**config.mk**
```make
export PLATFORM = sky130hd
export DESIGN_NAME = pivot_swaps_to_permutation
export DESIGN_NICKNAME = d
export VERILOG_FILES = /design/src/hdl/pstp_pkg.sv /design/src/hdl/pstp_table.sv /design/src/hdl/pstp_seq.sv /design/src/hdl/pivot_swaps_to_permutation.sv
export SDC_FILE = /design/constraint.sdc
export NUM_CORES = 1
export LEC_CHECK = 0
export BUFFER_PORTS_ARGS = -buffer_cell sky130_fd_sc_hd__buf_2
export CORE_ASPECT_RATIO = 1.2
export CORE_MARGIN = 2
export CORE_UTILIZATION = 60
export DETAILED_ROUTE_END_ITERATION = 10
export HOLD_SLACK_MARGIN = 0.1
export PLACE_DENSITY_LB_ADDON = 0.08
export SYNTH_ARGS = -nofsm -noshare
export SYNTH_HDL_FRONTEND = slang
export SYNTH_SLANG_ARGS = --single-unit
```
**constraint.sdc**
```tcl
create_clock -name clk -period 9.15 [get_ports clk]
set_clock_uncertainty 0.15 [all_clocks]
set_input_delay 1.3725 -clock clk [delete_from_list [all_inputs] [get_ports clk]]
set_output_delay 1.3725 -clock clk [all_outputs]
set_load 0.03 [all_outputs]
```
**src/hdl/pstp_pkg.sv**
```systemverilog
`default_nettype none
// ----------------------------------------------------------------------------
// pstp_pkg
// Shared types and constants for the pivot-swap to permutation converter.
// ----------------------------------------------------------------------------
package pstp_pkg;

  localparam int MAX_PERM = 64;
  localparam int IDX_W    = $clog2(MAX_PERM);
  localparam int SIZE_W   = 7;
  localparam int ENTRY_W  = 6;
  localparam int PIVOT_W  = 32;

  localparam logic [SIZE_W-1:0] SIZE_RESET = SIZE_W'(MAX_PERM);

  typedef struct packed {
    logic signed [PIVOT_W-1:0] pivot_row;
    logic                      last_pivot;
  } pstp_in_t;

  typedef struct packed {
    logic [ENTRY_W-1:0] perm_entry;
    logic               last_entry;
  } pstp_out_t;

  typedef struct packed {
    logic               rd_en;
    logic [IDX_W-1:0]   rd_addr_a;
    logic [IDX_W-1:0]   rd_addr_b;
    logic               wr_en;
    logic [IDX_W-1:0]   wr_addr;
    logic [ENTRY_W-1:0] wr_data;
    logic               clear;
  } pstp_tbl_cmd_t;

  typedef enum logic [2:0] {
    ST_IDLE,
    ST_READ,
    ST_WR_POS,
    ST_WR_PIV,
    ST_ADVANCE,
    ST_EMIT_RD,
    ST_EMIT_OUT
  } pstp_state_t;

  function automatic logic [SIZE_W-1:0] effective_size(input logic [SIZE_W-1:0] s);
    logic [SIZE_W-1:0] r;
    r = s;
    if (s == '0) begin
      r = SIZE_W'(1);
    end else if (s > SIZE_W'(MAX_PERM)) begin
      r = SIZE_W'(MAX_PERM);
    end
    return r;
  endfunction

endpackage
`default_nettype wire

```
**src/hdl/pstp_table.sv**
```systemverilog
`default_nettype none
// ----------------------------------------------------------------------------
// pstp_table
// Permutation table: one write port, two registered read ports. Per-entry
// valid bits make an unwritten entry read as its own index (identity).
// ----------------------------------------------------------------------------
module pstp_table
  import pstp_pkg::*;
(
  input  wire logic               clk,
  input  wire logic               rst,
  input  wire pstp_tbl_cmd_t      cmd,
  output logic      [ENTRY_W-1:0] rd_data_a,
  output logic      [ENTRY_W-1:0] rd_data_b
);

  logic [ENTRY_W-1:0]  mem [MAX_PERM];
  logic [MAX_PERM-1:0] vld;
  logic [ENTRY_W-1:0]  data_a;
  logic [ENTRY_W-1:0]  data_b;
  logic                vld_a;
  logic                vld_b;
  logic [IDX_W-1:0]    addr_a;
  logic [IDX_W-1:0]    addr_b;

  always_ff @(posedge clk) begin
    if (cmd.wr_en) begin
      mem[cmd.wr_addr] <= cmd.wr_data;
    end
    if (cmd.rd_en) begin
      data_a <= mem[cmd.rd_addr_a];
      data_b <= mem[cmd.rd_addr_b];
      addr_a <= cmd.rd_addr_a;
      addr_b <= cmd.rd_addr_b;
    end
  end

  always_ff @(posedge clk) begin
    if (rst) begin
      vld   <= '0;
      vld_a <= 1'b0;
      vld_b <= 1'b0;
    end else begin
      if (cmd.clear) begin
        vld <= '0;
      end else if (cmd.wr_en) begin
        vld[cmd.wr_addr] <= 1'b1;
      end
      if (cmd.rd_en) begin
        vld_a <= vld[cmd.rd_addr_a];
        vld_b <= vld[cmd.rd_addr_b];
      end
    end
  end

  assign rd_data_a = vld_a ? data_a : ENTRY_W'(addr_a);
  assign rd_data_b = vld_b ? data_b : ENTRY_W'(addr_b);

endmodule
`default_nettype wire

```
**src/hdl/pstp_seq.sv**
```systemverilog
`default_nettype none
// ----------------------------------------------------------------------------
// pstp_seq
// Sequencer: applies each in-range pivot swap through the table, advances the
// position, and reads the table out entry by entry after the last pivot.
// ----------------------------------------------------------------------------
module pstp_seq
  import pstp_pkg::*;
(
  input  wire logic               clk,
  input  wire logic               rst,
  input  wire logic [SIZE_W-1:0]  size,
  input  wire logic               in_valid,
  output logic                    in_ready,
  input  wire pstp_in_t           in_data,
  output logic                    out_valid,
  input  wire logic               out_ready,
  output pstp_out_t               out_data,
  output pstp_tbl_cmd_t           cmd,
  input  wire logic [ENTRY_W-1:0] rd_data_a,
  input  wire logic [ENTRY_W-1:0] rd_data_b
);

  pstp_state_t       state;
  pstp_state_t       state_next;
  logic [SIZE_W-1:0] position;
  logic [SIZE_W-1:0] size_q;
  logic [IDX_W-1:0]  piv_idx;
  logic [IDX_W-1:0]  emit_idx;
  logic              last_q;
  logic              swap_ok;
  logic              emit_last;

  assign swap_ok = !in_data.pivot_row[PIVOT_W-1]
                   && (PIVOT_W'(unsigned'(in_data.pivot_row)) < PIVOT_W'(size))
                   && (position < size);
  assign emit_last = (SIZE_W'(emit_idx) + SIZE_W'(1)) == size_q;

  always_ff @(posedge clk) begin
    if (rst) begin
      state <= ST_IDLE;
    end else begin
      state <= state_next;
    end
  end

  always_ff @(posedge clk) begin
    if (rst) begin
      position <= '0;
      emit_idx <= '0;
      size_q   <= SIZE_RESET;
      last_q   <= 1'b0;
    end else begin
      unique case (state)
        ST_IDLE: begin
          if (in_valid) begin
            size_q <= size;
            last_q <= in_data.last_pivot;
          end
        end
        ST_ADVANCE: begin
          if (position < SIZE_W'(MAX_PERM)) begin
            position <= position + SIZE_W'(1);
          end
          emit_idx <= '0;
        end
        ST_EMIT_OUT: begin
          if (out_ready) begin
            emit_idx <= emit_idx + IDX_W'(1);
            if (emit_last) begin
              position <= '0;
            end
          end
        end
        default: begin
        end
      endcase
    end
  end

  always_ff @(posedge clk) begin
    if (state == ST_IDLE) begin
      piv_idx <= in_data.pivot_row[IDX_W-1:0];
    end
  end

  always_comb begin
    state_next    = state;
    in_ready      = 1'b0;
    out_valid     = 1'b0;
    cmd           = '0;
    cmd.rd_addr_a = position[IDX_W-1:0];
    cmd.rd_addr_b = piv_idx;
    cmd.wr_addr   = position[IDX_W-1:0];
    cmd.wr_data   = rd_data_b;
    unique case (state)
      ST_IDLE: begin
        in_ready = 1'b1;
        if (in_valid) begin
          state_next = swap_ok ? ST_READ : ST_ADVANCE;
        end
      end
      ST_READ: begin
        cmd.rd_en  = 1'b1;
        state_next = ST_WR_POS;
      end
      ST_WR_POS: begin
        cmd.wr_en  = 1'b1;
        state_next = ST_WR_PIV;
      end
      ST_WR_PIV: begin
        cmd.wr_en   = 1'b1;
        cmd.wr_addr = piv_idx;
        cmd.wr_data = rd_data_a;
        state_next  = ST_ADVANCE;
      end
      ST_ADVANCE: begin
        state_next = last_q ? ST_EMIT_RD : ST_IDLE;
      end
      ST_EMIT_RD: begin
        cmd.rd_en     = 1'b1;
        cmd.rd_addr_a = emit_idx;
        state_next    = ST_EMIT_OUT;
      end
      ST_EMIT_OUT: begin
        out_valid = 1'b1;
        if (out_ready) begin
          if (emit_last) begin
            cmd.clear  = 1'b1;
            state_next = ST_IDLE;
          end else begin
            state_next = ST_EMIT_RD;
          end
        end
      end
      default: begin
        state_next = ST_IDLE;
      end
    endcase
  end

  assign out_data.perm_entry = rd_data_a;
  assign out_data.last_entry = emit_last;

  a_position_bound: assert property (@(posedge clk) disable iff (rst)
    position <= SIZE_W'(MAX_PERM))
    else $error("position beyond table depth");

  a_emit_in_size: assert property (@(posedge clk) disable iff (rst)
    out_valid |-> (SIZE_W'(emit_idx) < size_q))
    else $error("emit index beyond latched size");

  a_restart_after_last: assert property (@(posedge clk) disable iff (rst)
    (out_valid && out_ready && out_data.last_entry) |=> (position == '0 && in_ready))
    else $error("table not restarted after final entry");

  a_no_out_after_mid: assert property (@(posedge clk) disable iff (rst)
    (in_valid && in_ready && !in_data.last_pivot) |=> !out_valid)
    else $error("result after non-final pivot");

endmodule
`default_nettype wire

```
**src/hdl/pivot_swaps_to_permutation.sv**
```systemverilog
`default_nettype none
// ----------------------------------------------------------------------------
// pivot_swaps_to_permutation
// Converts LU pivot transpositions into a row permutation.
// ----------------------------------------------------------------------------
// Each pivot transfer swaps the table entry at the current position with the
// entry the pivot names; out-of-range pivots or positions swap nothing. A
// pivot that swaps takes one dual read, then one write per entry through the
// table's single write port, then the position update; a skipped pivot goes
// straight to the position update. After the pivot marked last, the block
// sends perm_size entries, each a registered table read and then the output
// transfer, with any wait on out_ready; then the table is back to identity.
// The input is not ready while a pivot or the readout is in progress.
// The user must write perm_size on the cfg port only while idle; the block
// does not enforce it. 0 counts as 1 and values above 64 as 64.
module pivot_swaps_to_permutation
  import pstp_pkg::*;
(
  input  wire logic              clk,
  input  wire logic              rst,
  input  wire logic              in_valid,
  output logic                   in_ready,
  input  wire pstp_in_t          in_data,
  output logic                   out_valid,
  input  wire logic              out_ready,
  output pstp_out_t              out_data,
  input  wire logic              cfg_valid,
  output logic                   cfg_ready,
  input  wire logic [SIZE_W-1:0] cfg_data
);

  logic [SIZE_W-1:0]  perm_size;
  logic [SIZE_W-1:0]  size_eff;
  pstp_tbl_cmd_t      cmd;
  logic [ENTRY_W-1:0] rd_data_a;
  logic [ENTRY_W-1:0] rd_data_b;

  assign cfg_ready = 1'b1;

  always_ff @(posedge clk) begin
    if (rst) begin
      perm_size <= SIZE_RESET;
    end else if (cfg_valid && cfg_ready) begin
      perm_size <= cfg_data;
    end
  end

  assign size_eff = effective_size(perm_size);

  pstp_seq u_seq (
    .clk       (clk),
    .rst       (rst),
    .size      (size_eff),
    .in_valid  (in_valid),
    .in_ready  (in_ready),
    .in_data   (in_data),
    .out_valid (out_valid),
    .out_ready (out_ready),
    .out_data  (out_data),
    .cmd       (cmd),
    .rd_data_a (rd_data_a),
    .rd_data_b (rd_data_b)
  );

  pstp_table u_table (
    .clk       (clk),
    .rst       (rst),
    .cmd       (cmd),
    .rd_data_a (rd_data_a),
    .rd_data_b (rd_data_b)
  );

endmodule
`default_nettype wire

```
Word level (Yosys, flattened, before mapping)
Memories as Yosys holds them, arrays and structs flattened. A register that Yosys moved wholly into a read port is not among the register bits.
Index checks and enable logic that the tools add are counted.
- $lt $le $gt $ge: 8
- equal/unequal tests: 11
- reduce and logical (&&, ||, !) cells: 14
- mux-type cells: 33
- add/subtract/negate cells: 3
- bitwise logic cells: 1
- operator list (operator ; number):
    64-bit bitwise OR ; 1
    7-bit 2-to-1 mux ; 5
    32-bit by 7-bit less-than comparator with 1-bit output ; 1
    6-bit 2-to-1 mux ; 4
    6-bit by 7-bit less-than comparator with 1-bit output (second input constant) ; 3
    3-bit one-hot mux with 7 select lines ; 1
    3-bit 2-to-1 mux ; 5
    7-bit one-hot mux with 2 select lines ; 1
    1-bit binary-select mux with 6-bit select ; 2
    1-bit 2-to-1 mux ; 12
    12-bit 2-to-1 mux ; 1
    6-bit one-hot mux with 2 select lines ; 1
    3-bit equality test (second input constant) ; 3
    6-bit by 1-bit adder with 7-bit output (second input constant) ; 1
    7-bit by 1-bit adder with 7-bit output (second input constant) ; 1
    7-bit equality test ; 1
    7-bit greater-than comparator (second input constant) ; 1
    7-bit logical NOT ; 1
    7-bit less-than comparator ; 1
    7-bit less-than comparator (second input constant) ; 1
    6-bit by 1-bit adder with 6-bit output (second input constant) ; 1
    1-bit demux with 6-bit select ; 1
    3-bit by 2-bit equality test with 1-bit output (second input constant) ; 2
    6-bit by 1-bit >= comparator with 1-bit output (second input constant) ; 1
    10 further kinds ; 18
- RAM bits: 384
- memories kept: 1
- register bits: 115
- input port bits: 45
- logic and storage cells: 83
- memory list (name ; depth ; width ; rd ports ; clocked after Yosys merged registers in ; write ports ; RTL line ; RTL):
    u_table.mem ; 64 ; 6 ; 2 ; 2 ; 1 ; pstp_table.sv:17 ; logic [ENTRY_W-1:0] mem [MAX_PERM];

Logic depth before layout (Yosys ltp)
Gate-level depths: netlist of run 1.
- depth in word-level cells: 9
- gate-level depth with buffers: 12
- mapped depth without buffers: 9

Modules after synthesis
From an unflattened synthesis of run 1, not the netlist that was laid out.
- cells, all modules: 1377
- area total of the unflattened synthesis: 24163.2 µm²
- by module, submodules not included (module ; seq. area each (µm²) ; area an instance (µm²) ; times used ; cells each):
    pstp_table ; 13573.0 ; 21792.2 ; 1 ; 1106
    pstp_seq ; 660.6 ; 2053.2 ; 1 ; 238
    pivot_swaps_to_permutation ; 140.1 ; 317.8 ; 1 ; 33

Least setup slack after synthesis of run 1
OpenSTA, ideal clock, no wires.
- path type: reg-to-reg
- from: reg u_seq.state[2]
- to: mem u_table.mem[0][2], data pin
- buffers on the path: 4
- data required time: 8.451 ns
- arrival time: 3.114 ns
- stages on the path, launching flop included: 8
- setup slack: 5.337 ns
- cell sequence: dfxtp_1 buf_2 or2_2 clkbuf_1 clkbuf_1 buf_1 nor2_1 a21oi_1
- RTL lines (what ; RTL line ; RTL):
    start: declaration ; pstp_seq.sv:24 ; pstp_state_t state;
    start signal: assignment ; pstp_seq.sv:43 ; state <= state_next;
    end: declaration ; pstp_table.sv:17 ;

Worst setup path after layout of run 1
- from: reg u_seq.state[1]
- to: reg u_table.data_a[5], read port of u_table.mem, data pin
- word-level cells in the longest chain between the ends: 3
- ends and longest elaborated chain (what ; RTL line ; RTL):
    3-bit by 1-bit equality test with 1-bit output / 3-bit equality test (equally long branches) ; pstp_seq.sv:96 ; unique case (state)
    2-bit OR reduction (no source line) ; n/a ;
    1-bit 2-to-1 mux ; pstp_seq.sv:96 ;
    end: declaration ; pstp_table.sv:19 ; logic [ENTRY_W-1:0] data_a;
Several ways; a longest one is shown, not always the timed one.
A chain may end at the register's enable or synchronous reset.

==> impl_results.md, run 1 <==
* Pint at 4018 uW
* Layout Nets at 1793
* Initial antenna violation count at 2
* Setup ws final at 3.956 ns
* HP Class: register to register
* Most frequent cells in the layout: 414 x edfxtp_1, 240 x mux2i_1, 186 x nand2_1, 148 x mux4_2, 109 x nor2_1
* Mux share of post-synthesis cell area at 0.2416
* Hold path endpoint: u_seq.size_q[0]
* Pwr Total at 5343 uW
* RR Startpoint: u_seq.state[1]
* Largest net degree at the start of global routing at 118
* Commonest register cell after synthesis: edfxtp_1
* Fmax at 192.5 MHz
* Slew HR at 0.01450
* Num rows at 81
* Io pins at 55
* Mapped Cells at 1722
* GP Congestion at 0.8800
* Main combinational cell family by area after synthesis: multiplexers
* LEAKAGE at 0.009344 uW
* Vias in the first global route at 15.16k
* Setup Buffers After CTS at 0
* First-iteration detailed-routing DRC count at 1773
* Worst-case reg-to-reg path depth at 9
* Mean routed wirelength per cell at 28.69 um
* Die X-Extent at 188.6 um
* Critical path capture point type: register
* Clock Latency Late Sink at 0.58 ns
* Final worst path period share at 0.5676
* Antenna viol nets, final at 0
* Switching share of total power at 0.2480
* Die ar. at 0.04252 sq mm
* Post-route DRC at 0
* Vias at 15.67k
* R2r setup slk at 3.96 ns
* HP Start: u_seq.size_q[0]
* Worst slew pin tran at 1.473 ns
* EDFF count, synth at 414
* Async S/R FF share, synth at 0
* Post-placement worst setup slack at 4.138 ns
* Maximum VDD drop at 147.7 uV
* Setup TNS at 0 ns
* Compound-Gate Fraction of Synth Area at 0.06029
* Fill count at 2896
* Layout cells sized above 1 at 0.1820
* CP Data Arrival Time at 5.49 ns
* CTS tree: built
* Status: finished clean
* Syn Nets at 1781
* Post-synthesis simple-gate area fraction at 0.07763
* Max Cap Viol at 0
* Slew Viols, Final at 0
* Remaining global-route overflow at 0
* Diode count at 0
* Most common cell after layout, fill and taps aside: edfxtp_1
* RSZ-0062 raised after global routing: no
* Post-Synth Adder-Cell Area at 0.007141
* Number of port buffers at 53
* Hold path cells at 2
* Seq pwr share at 0.474
* Hpwl dp at 42510 um
* Register area at 0.01437 sq mm
* Initial Util at 0.6051
* Core Util, Final at 0.6635
* Post-synthesis xor/xnor area fraction at 0.005202
* Clock Power Share at 0.382
* Clock Tree Buf Depth at 3
* PwrDens at 198.7 mW/mm^2
* Avg Vias per Cell at 6.771
* Avg Synthesized Cell Area at 14.25 sq um
* Area of the mapped netlist at 0.02453 sq mm
* CTS buffer count at 50
* P&R area growth vs syn at 9.640%
* CTS resizes at 0
* Yosys cell types at 56
* Clk slew on worst S/H paths at 0.06 ns
* Core Area at 0.04054 sq mm
* Sequential share of the synthesized area at 0.5859
* R2r endpoint: u_table.data_a[5]
* Detailed Route WL at 66400 um
* Worst Path Max Fanout at 45
* Final Critical Period at 5.194 ns
* Yosys Warn Count at 0
* Combinational share of power at 0.144
* Critical path class: register to register
* Hold_buf cts at 0
* Die Ht at 225.5 um
* Htree depth at 2
* Multi-input logic area at 0.009707 sq mm
* Final-report hold violation count at 0
* First-pass GRT wire length at 97950 um
* GRT Resource Usage Total at 0.3160
* Hold slack at 0.3329 ns
* Initial DRT Pass Iterations at 8
* Root Buffer: clkbuf_16
* Startpoint types: register
* Sw power at 1325 uW
* Final count of negative-setup-slack endpoints at 0
* #FFs+latches synth at 511
* Clock sinks at 511
* CP required at 9.45 ns
[area by class of cell]
| cell class | count | area share |
|---|---|---|
| clock buffer | 69 | 0.05187 |
| clock inverter | 24 | 0.008281 |
| inverter | 10 | 0.001675 |
| multi-input combinational | 1083 | 0.3609 |
| sequential | 511 | 0.5344 |
| tap | 539 | 0.02507 |
| timing repair buffer | 78 | 0.01777 |
[worst max-delay path, stage by stage, from the launching register on]
cell	delay, ns
dfxtp_1	0.63
nand3b_1	0.57
mux2i_4	0.33
buf_4	0.50
buf_4	0.73
nand2_1	0.68
o221ai_1	0.59
a31oi_1	0.10
a22oi_1	0.45
mux2_2	0.25
[through the flow]
step	area (sq um)	instances
floorplan	24530	1722
global placement	25280	2221
detailed placement	25280	2221
CTS	26900	2314
global route	26900	2314
finish	26900	2314
[metal layers]
metal / track usage / vias to the layer above / wire [um]
met3: 0.05964 / 150 / 6424
li1: - / 6754 / -
met1: 0.4365 / 7900 / 25890
met5: 0 / - / 18
met2: 0.4992 / 862 / 31250
met4: 0.1305 / 2 / 2821
[registers in the layout (all words and copies together), names as in the netlist]
register,cells
u_table.mem,384
u_table.vld,64
perm_size,7
u_seq.position,7
u_seq.size_q,7
u_seq.emit_idx,6
u_seq.piv_idx,6
u_table.addr_a,6
u_table.addr_b,6
u_table.data_a,6
u_table.data_b,6
u_seq.state,3
u_seq.last_q,1
u_table.vld_a,1
u_table.vld_b,1
[power by group through the flow]
stage	clock [uW]	sequential, uW	combinational (uW)
after floorplan	0	2580	547
after global placement	0	2580	750
after detailed placement	0	2580	761
after CTS	2060	2530	762
after global routing	2150	2540	804
final	2040	2530	768
[how the worst max path moves through the flow]
stage,depth (start not counted),slack [ns],to,start
after detailed placement,9,4.14,u_table.data_a[2],u_seq.state[1]
after global routing,10,3.76,u_table.data_a[3],u_seq.state[0]
after CTS,9,4.08,u_table.data_a[2],u_seq.state[1]
after floorplan,7,5.34,u_table.mem[0][2],u_seq.state[2]
final,9,3.96,u_table.data_a[5],u_seq.state[1]
after global placement,9,4.17,u_table.data_a[2],u_seq.state[1]
[synth_stat cells (6+ instances only)]
| library cell | n | share of area |
|---|---|---|
| edfxtp_1 | 414 | 0.51 |
| mux2i_1 | 241 | 0.098 |
| nand2_1 | 186 | 0.028 |
| mux4_2 | 148 | 0.14 |
| nor2_1 | 109 | 0.017 |
| dfxtp_1 | 97 | 0.079 |
| nand3_1 | 72 | 0.015 |
| o21a_1 | 64 | 0.020 |
| clkbuf_1 | 61 | 0.0093 |
| a21oi_1 | 46 | 0.0094 |
| buf_2 | 40 | 0.0082 |
| o22ai_1 | 24 | 0.0061 |
| o21ai_0 | 15 | 0.0031 |
| buf_1 | 14 | 0.0021 |
| ha_1 | 14 | 0.0071 |
| mux2_2 | 14 | 0.0064 |
| a32oi_1 | 13 | 0.0046 |
| nor4_1 | 12 | 0.0031 |
| a31oi_1 | 10 | 0.0026 |
| a22oi_1 | 9 | 0.0028 |
| nor3_1 | 9 | 0.0018 |
| a2111oi_0 | 8 | 0.0029 |
| and2_1 | 8 | 0.0020 |
| inv_1 | 7 | 0.0011 |
| nand2b_1 | 7 | 0.0018 |
| nand4_1 | 7 | 0.0018 |
| and3_1 | 6 | 0.0015 |
| nand3b_1 | 6 | 0.0018 |
| nor2b_1 | 6 | 0.0015 |
| o221ai_1 | 6 | 0.0021 |
| o31ai_1 | 6 | 0.0018 |
| xnor2_1 | 6 | 0.0021 |
| xor2_1 | 6 | 0.0021 |
[logic make-up after synthesis]
group           count (synthesis)
fa+ha+maj                      14
simple gates                  435
xor+xnor                       13
compound gates                216
mux                           404
other cells                     1
buf+inv                       128
flops                         511
(Power assumes the default switching activity.)
==> inputs of run 2 (changes only) <==
- clock period: 9.15 -> 5.1 ns (I/O delays scaled with it)
==> impl_results.md, run 2 (synthesis results as in run 1) <==
* Largest regs: u_table.mem: 384 flops, u_table.vld: 64 flops
* Met3 wire len at 7440 um (+16%)
* Critical path class: register to register
* CTS resizes at 0 (unchanged)
* GRT Resource Usage Total at 0.3289 (+0.01287)
* Core Util, Final at 0.6725 (+0.009043)
* First-pass GRT wire length at 101800 um (+3.9%)
* CP required at 5.42 ns (-4.03 ns)
* Initial antenna violation count at 2 (unchanged)
* Critical path capture point type: register
* Pint at 7534 uW (+87%)
* Clk slew on worst S/H paths at 0.06 ns (about the same)
* Seq pwr share at 0.456 (-0.018)
* CTS buffer count at 51 (+2.0%)
* Clock Tree Buf Depth at 3 (unchanged)
* Root Buffer: clkbuf_16
* Final-report hold violation count at 0 (unchanged)
* Avg Vias per Cell at 6.907 (+2.0%)
* Maximum VDD drop at 339.0 uV (+130%)
* HP Class: input pin to register
* PwrDens at 367.0 mW/mm^2 (+85%)
* Layout cells sized above 1 at 0.1953 (+0.01333)
* Wire length on met1 at 26370 um (+1.9%)
* Clock Latency Late Sink at 0.60 ns (+0.02 ns)
* Post-route DRC at 0 (unchanged)
* Final worst path period share at 0.8872 (+0.3196)
* Post-Place Cells at 2230 (+0.41%)
* Clock sinks at 511 (unchanged)
* Worst Path Max Fanout at 104 (+130%)
* RSZ-0062 raised after global routing: no
* Detail Route met2 WL at 31370 um (+0.39%)
* P&R area growth vs syn at 11.13%
* Vias in the first global route at 15.47k (+2.1%)
* Largest register FFs at 384 (unchanged)
* Largest net degree at the start of global routing at 105 (-11%)
* Num rows at 81 (unchanged)
* Switching share of total power at 0.2470 (-0.001015)
* Die ar. at 0.04252 sq mm (unchanged)
* Most common cell after layout, fill and taps aside: edfxtp_1
* Vias at 16.07k (+2.6%)
* Largest Register: u_table.mem
* First-iteration detailed-routing DRC count at 2046 (+15%)
* Final count of negative-setup-slack endpoints at 0 (unchanged)
* Detailed Route WL at 68780 um (+3.6%)
* Initial Util at 0.6051 (unchanged)
* Most frequent cells in the layout: 414 x edfxtp_1, 240 x mux2i_1, 186 x nand2_1, 148 x mux4_2, 109 x nor2_1
* Htree depth at 2 (unchanged)
* Initial DRT Pass Iterations at 6 (-2)
* Clock Power Share at 0.405 (+0.023)
* Top sig layer: met5
* Sw power at 2471 uW (+86%)
* Post-Layout Cell Count at 2327 (+0.56%)
* Io pins at 55 (unchanged)
* Hold_buf cts at 0 (unchanged)
* R2r setup slk at 0.58 ns (-3.38 ns)
* Slew Viols, Final at 0 (unchanged)
* GP Congestion at 0.9519 (+8.2%)
* Slew HR at 0.3012 (+0.2867)
* Max Cap Viol at 0 (unchanged)
* Status: finished clean
* Remaining global-route overflow at 0 (unchanged)
* Final Critical Period at 4.525 ns (-0.6687 ns)
* Core Area at 0.04054 sq mm (unchanged)
* CTS tree: built
* Die Ht at 225.5 um (unchanged)
* Setup Buffers After CTS at 0 (unchanged)
* LEAKAGE at 0.009520 uW (+1.9%)
* Mean routed wirelength per cell at 29.56 um (+3.0%)
* Worst slew pin tran at 1.046 ns (-0.4269 ns)
* Combinational share of power at 0.139 (-0.005)
* Hpwl dp at 44530 um (+4.7%)
* Die X-Extent at 188.6 um (unchanged)
* CP Data Arrival Time at 4.84 ns (-0.65 ns)
* Number of port buffers at 53 (unchanged)
* Setup TNS at 0 ns (unchanged)
* Layout Nets at 1803 (+0.56%)
* Antenna viol nets, final at 0 (unchanged)
* Fmax at 221.0 MHz (+15%)
* Startpoint types: register
-- run 2: changes by cell type in the layout (fill, tap and decap cells not counted), sizes merged --
| cell | change |
|---|---|
| buf | +9 |
| diode | +1 |
| bufinv | +3 |
| clkinvlp | +3 |
| clkinv | -3 |
-- run 2: cell type report --
type,instances,area (sq um)
Sequential cell,511,14370
Fill cell,2875,13280
Multi-Input combinational cell,1083,9707
Clock buffer,69,1499
Tap cell,539,674.4
Timing Repair Buffer,87,620.6
Clock inverter,27,340.3
Inverter,10,45.04
Antenna cell,1,2.502
-- run 2: worst paths after layout --
check                                    endpoint  cells after the start            start
worst max-delay path            u_table.data_a[2]                      9   u_seq.state[1]
worst min-delay path             u_seq.piv_idx[2]                      1       in_data[3]
worst max register to register  u_table.data_a[2]                      9   u_seq.state[1]
worst min register to register    u_table.vld[44]                      1  u_table.vld[44]
-- run 2: critical path, stage by stage, from the launching register on --
cell and delay (ns):
dfxtp_1 0.63, nand3b_1 0.59, a21oi_4 0.22, inv_8 0.55, buf_12 0.37, mux2i_1 0.15
mux2i_1 0.20, o22ai_1 0.13, nor4_1 0.89, mux2_2 0.32
-- run 2: per-layer routing --
layer,track usage,vias up
li1,-,6784
met1,0.4546,8123
met2,0.4991,974
met3,0.07303,189
met4,0.1610,2
met5,0,-
-- run 2: power groups by stage --
stage	clock network (uW)	registers, uW	logic (uW)
2_1_floorplan	0	4620	981
3_3_place_gp	0	4650	1370
3_5_place_dp	0	4650	1370
4_1_cts	4080	4560	1380
5_1_grt	4230	4560	1460
6_report	4050	4560	1390
-- run 2: through the flow --
stage | hold WS, ns | total power, uW | worst slack, ns | instance area, sq um
finish | 0.2305 | 10010 | 0.5751 | 27260
global route | 0.2325 | 10250 | 0.4444 | 27260
CTS | 0.2236 | 10020 | 0.6525 | 27260
detailed placement | 0.3225 | 6025 | 0.6689 | 25420
global placement | 0.3124 | 6017 | 0.7416 | 25420
floorplan | 0.2706 | 5605 | 1.287 | 24530
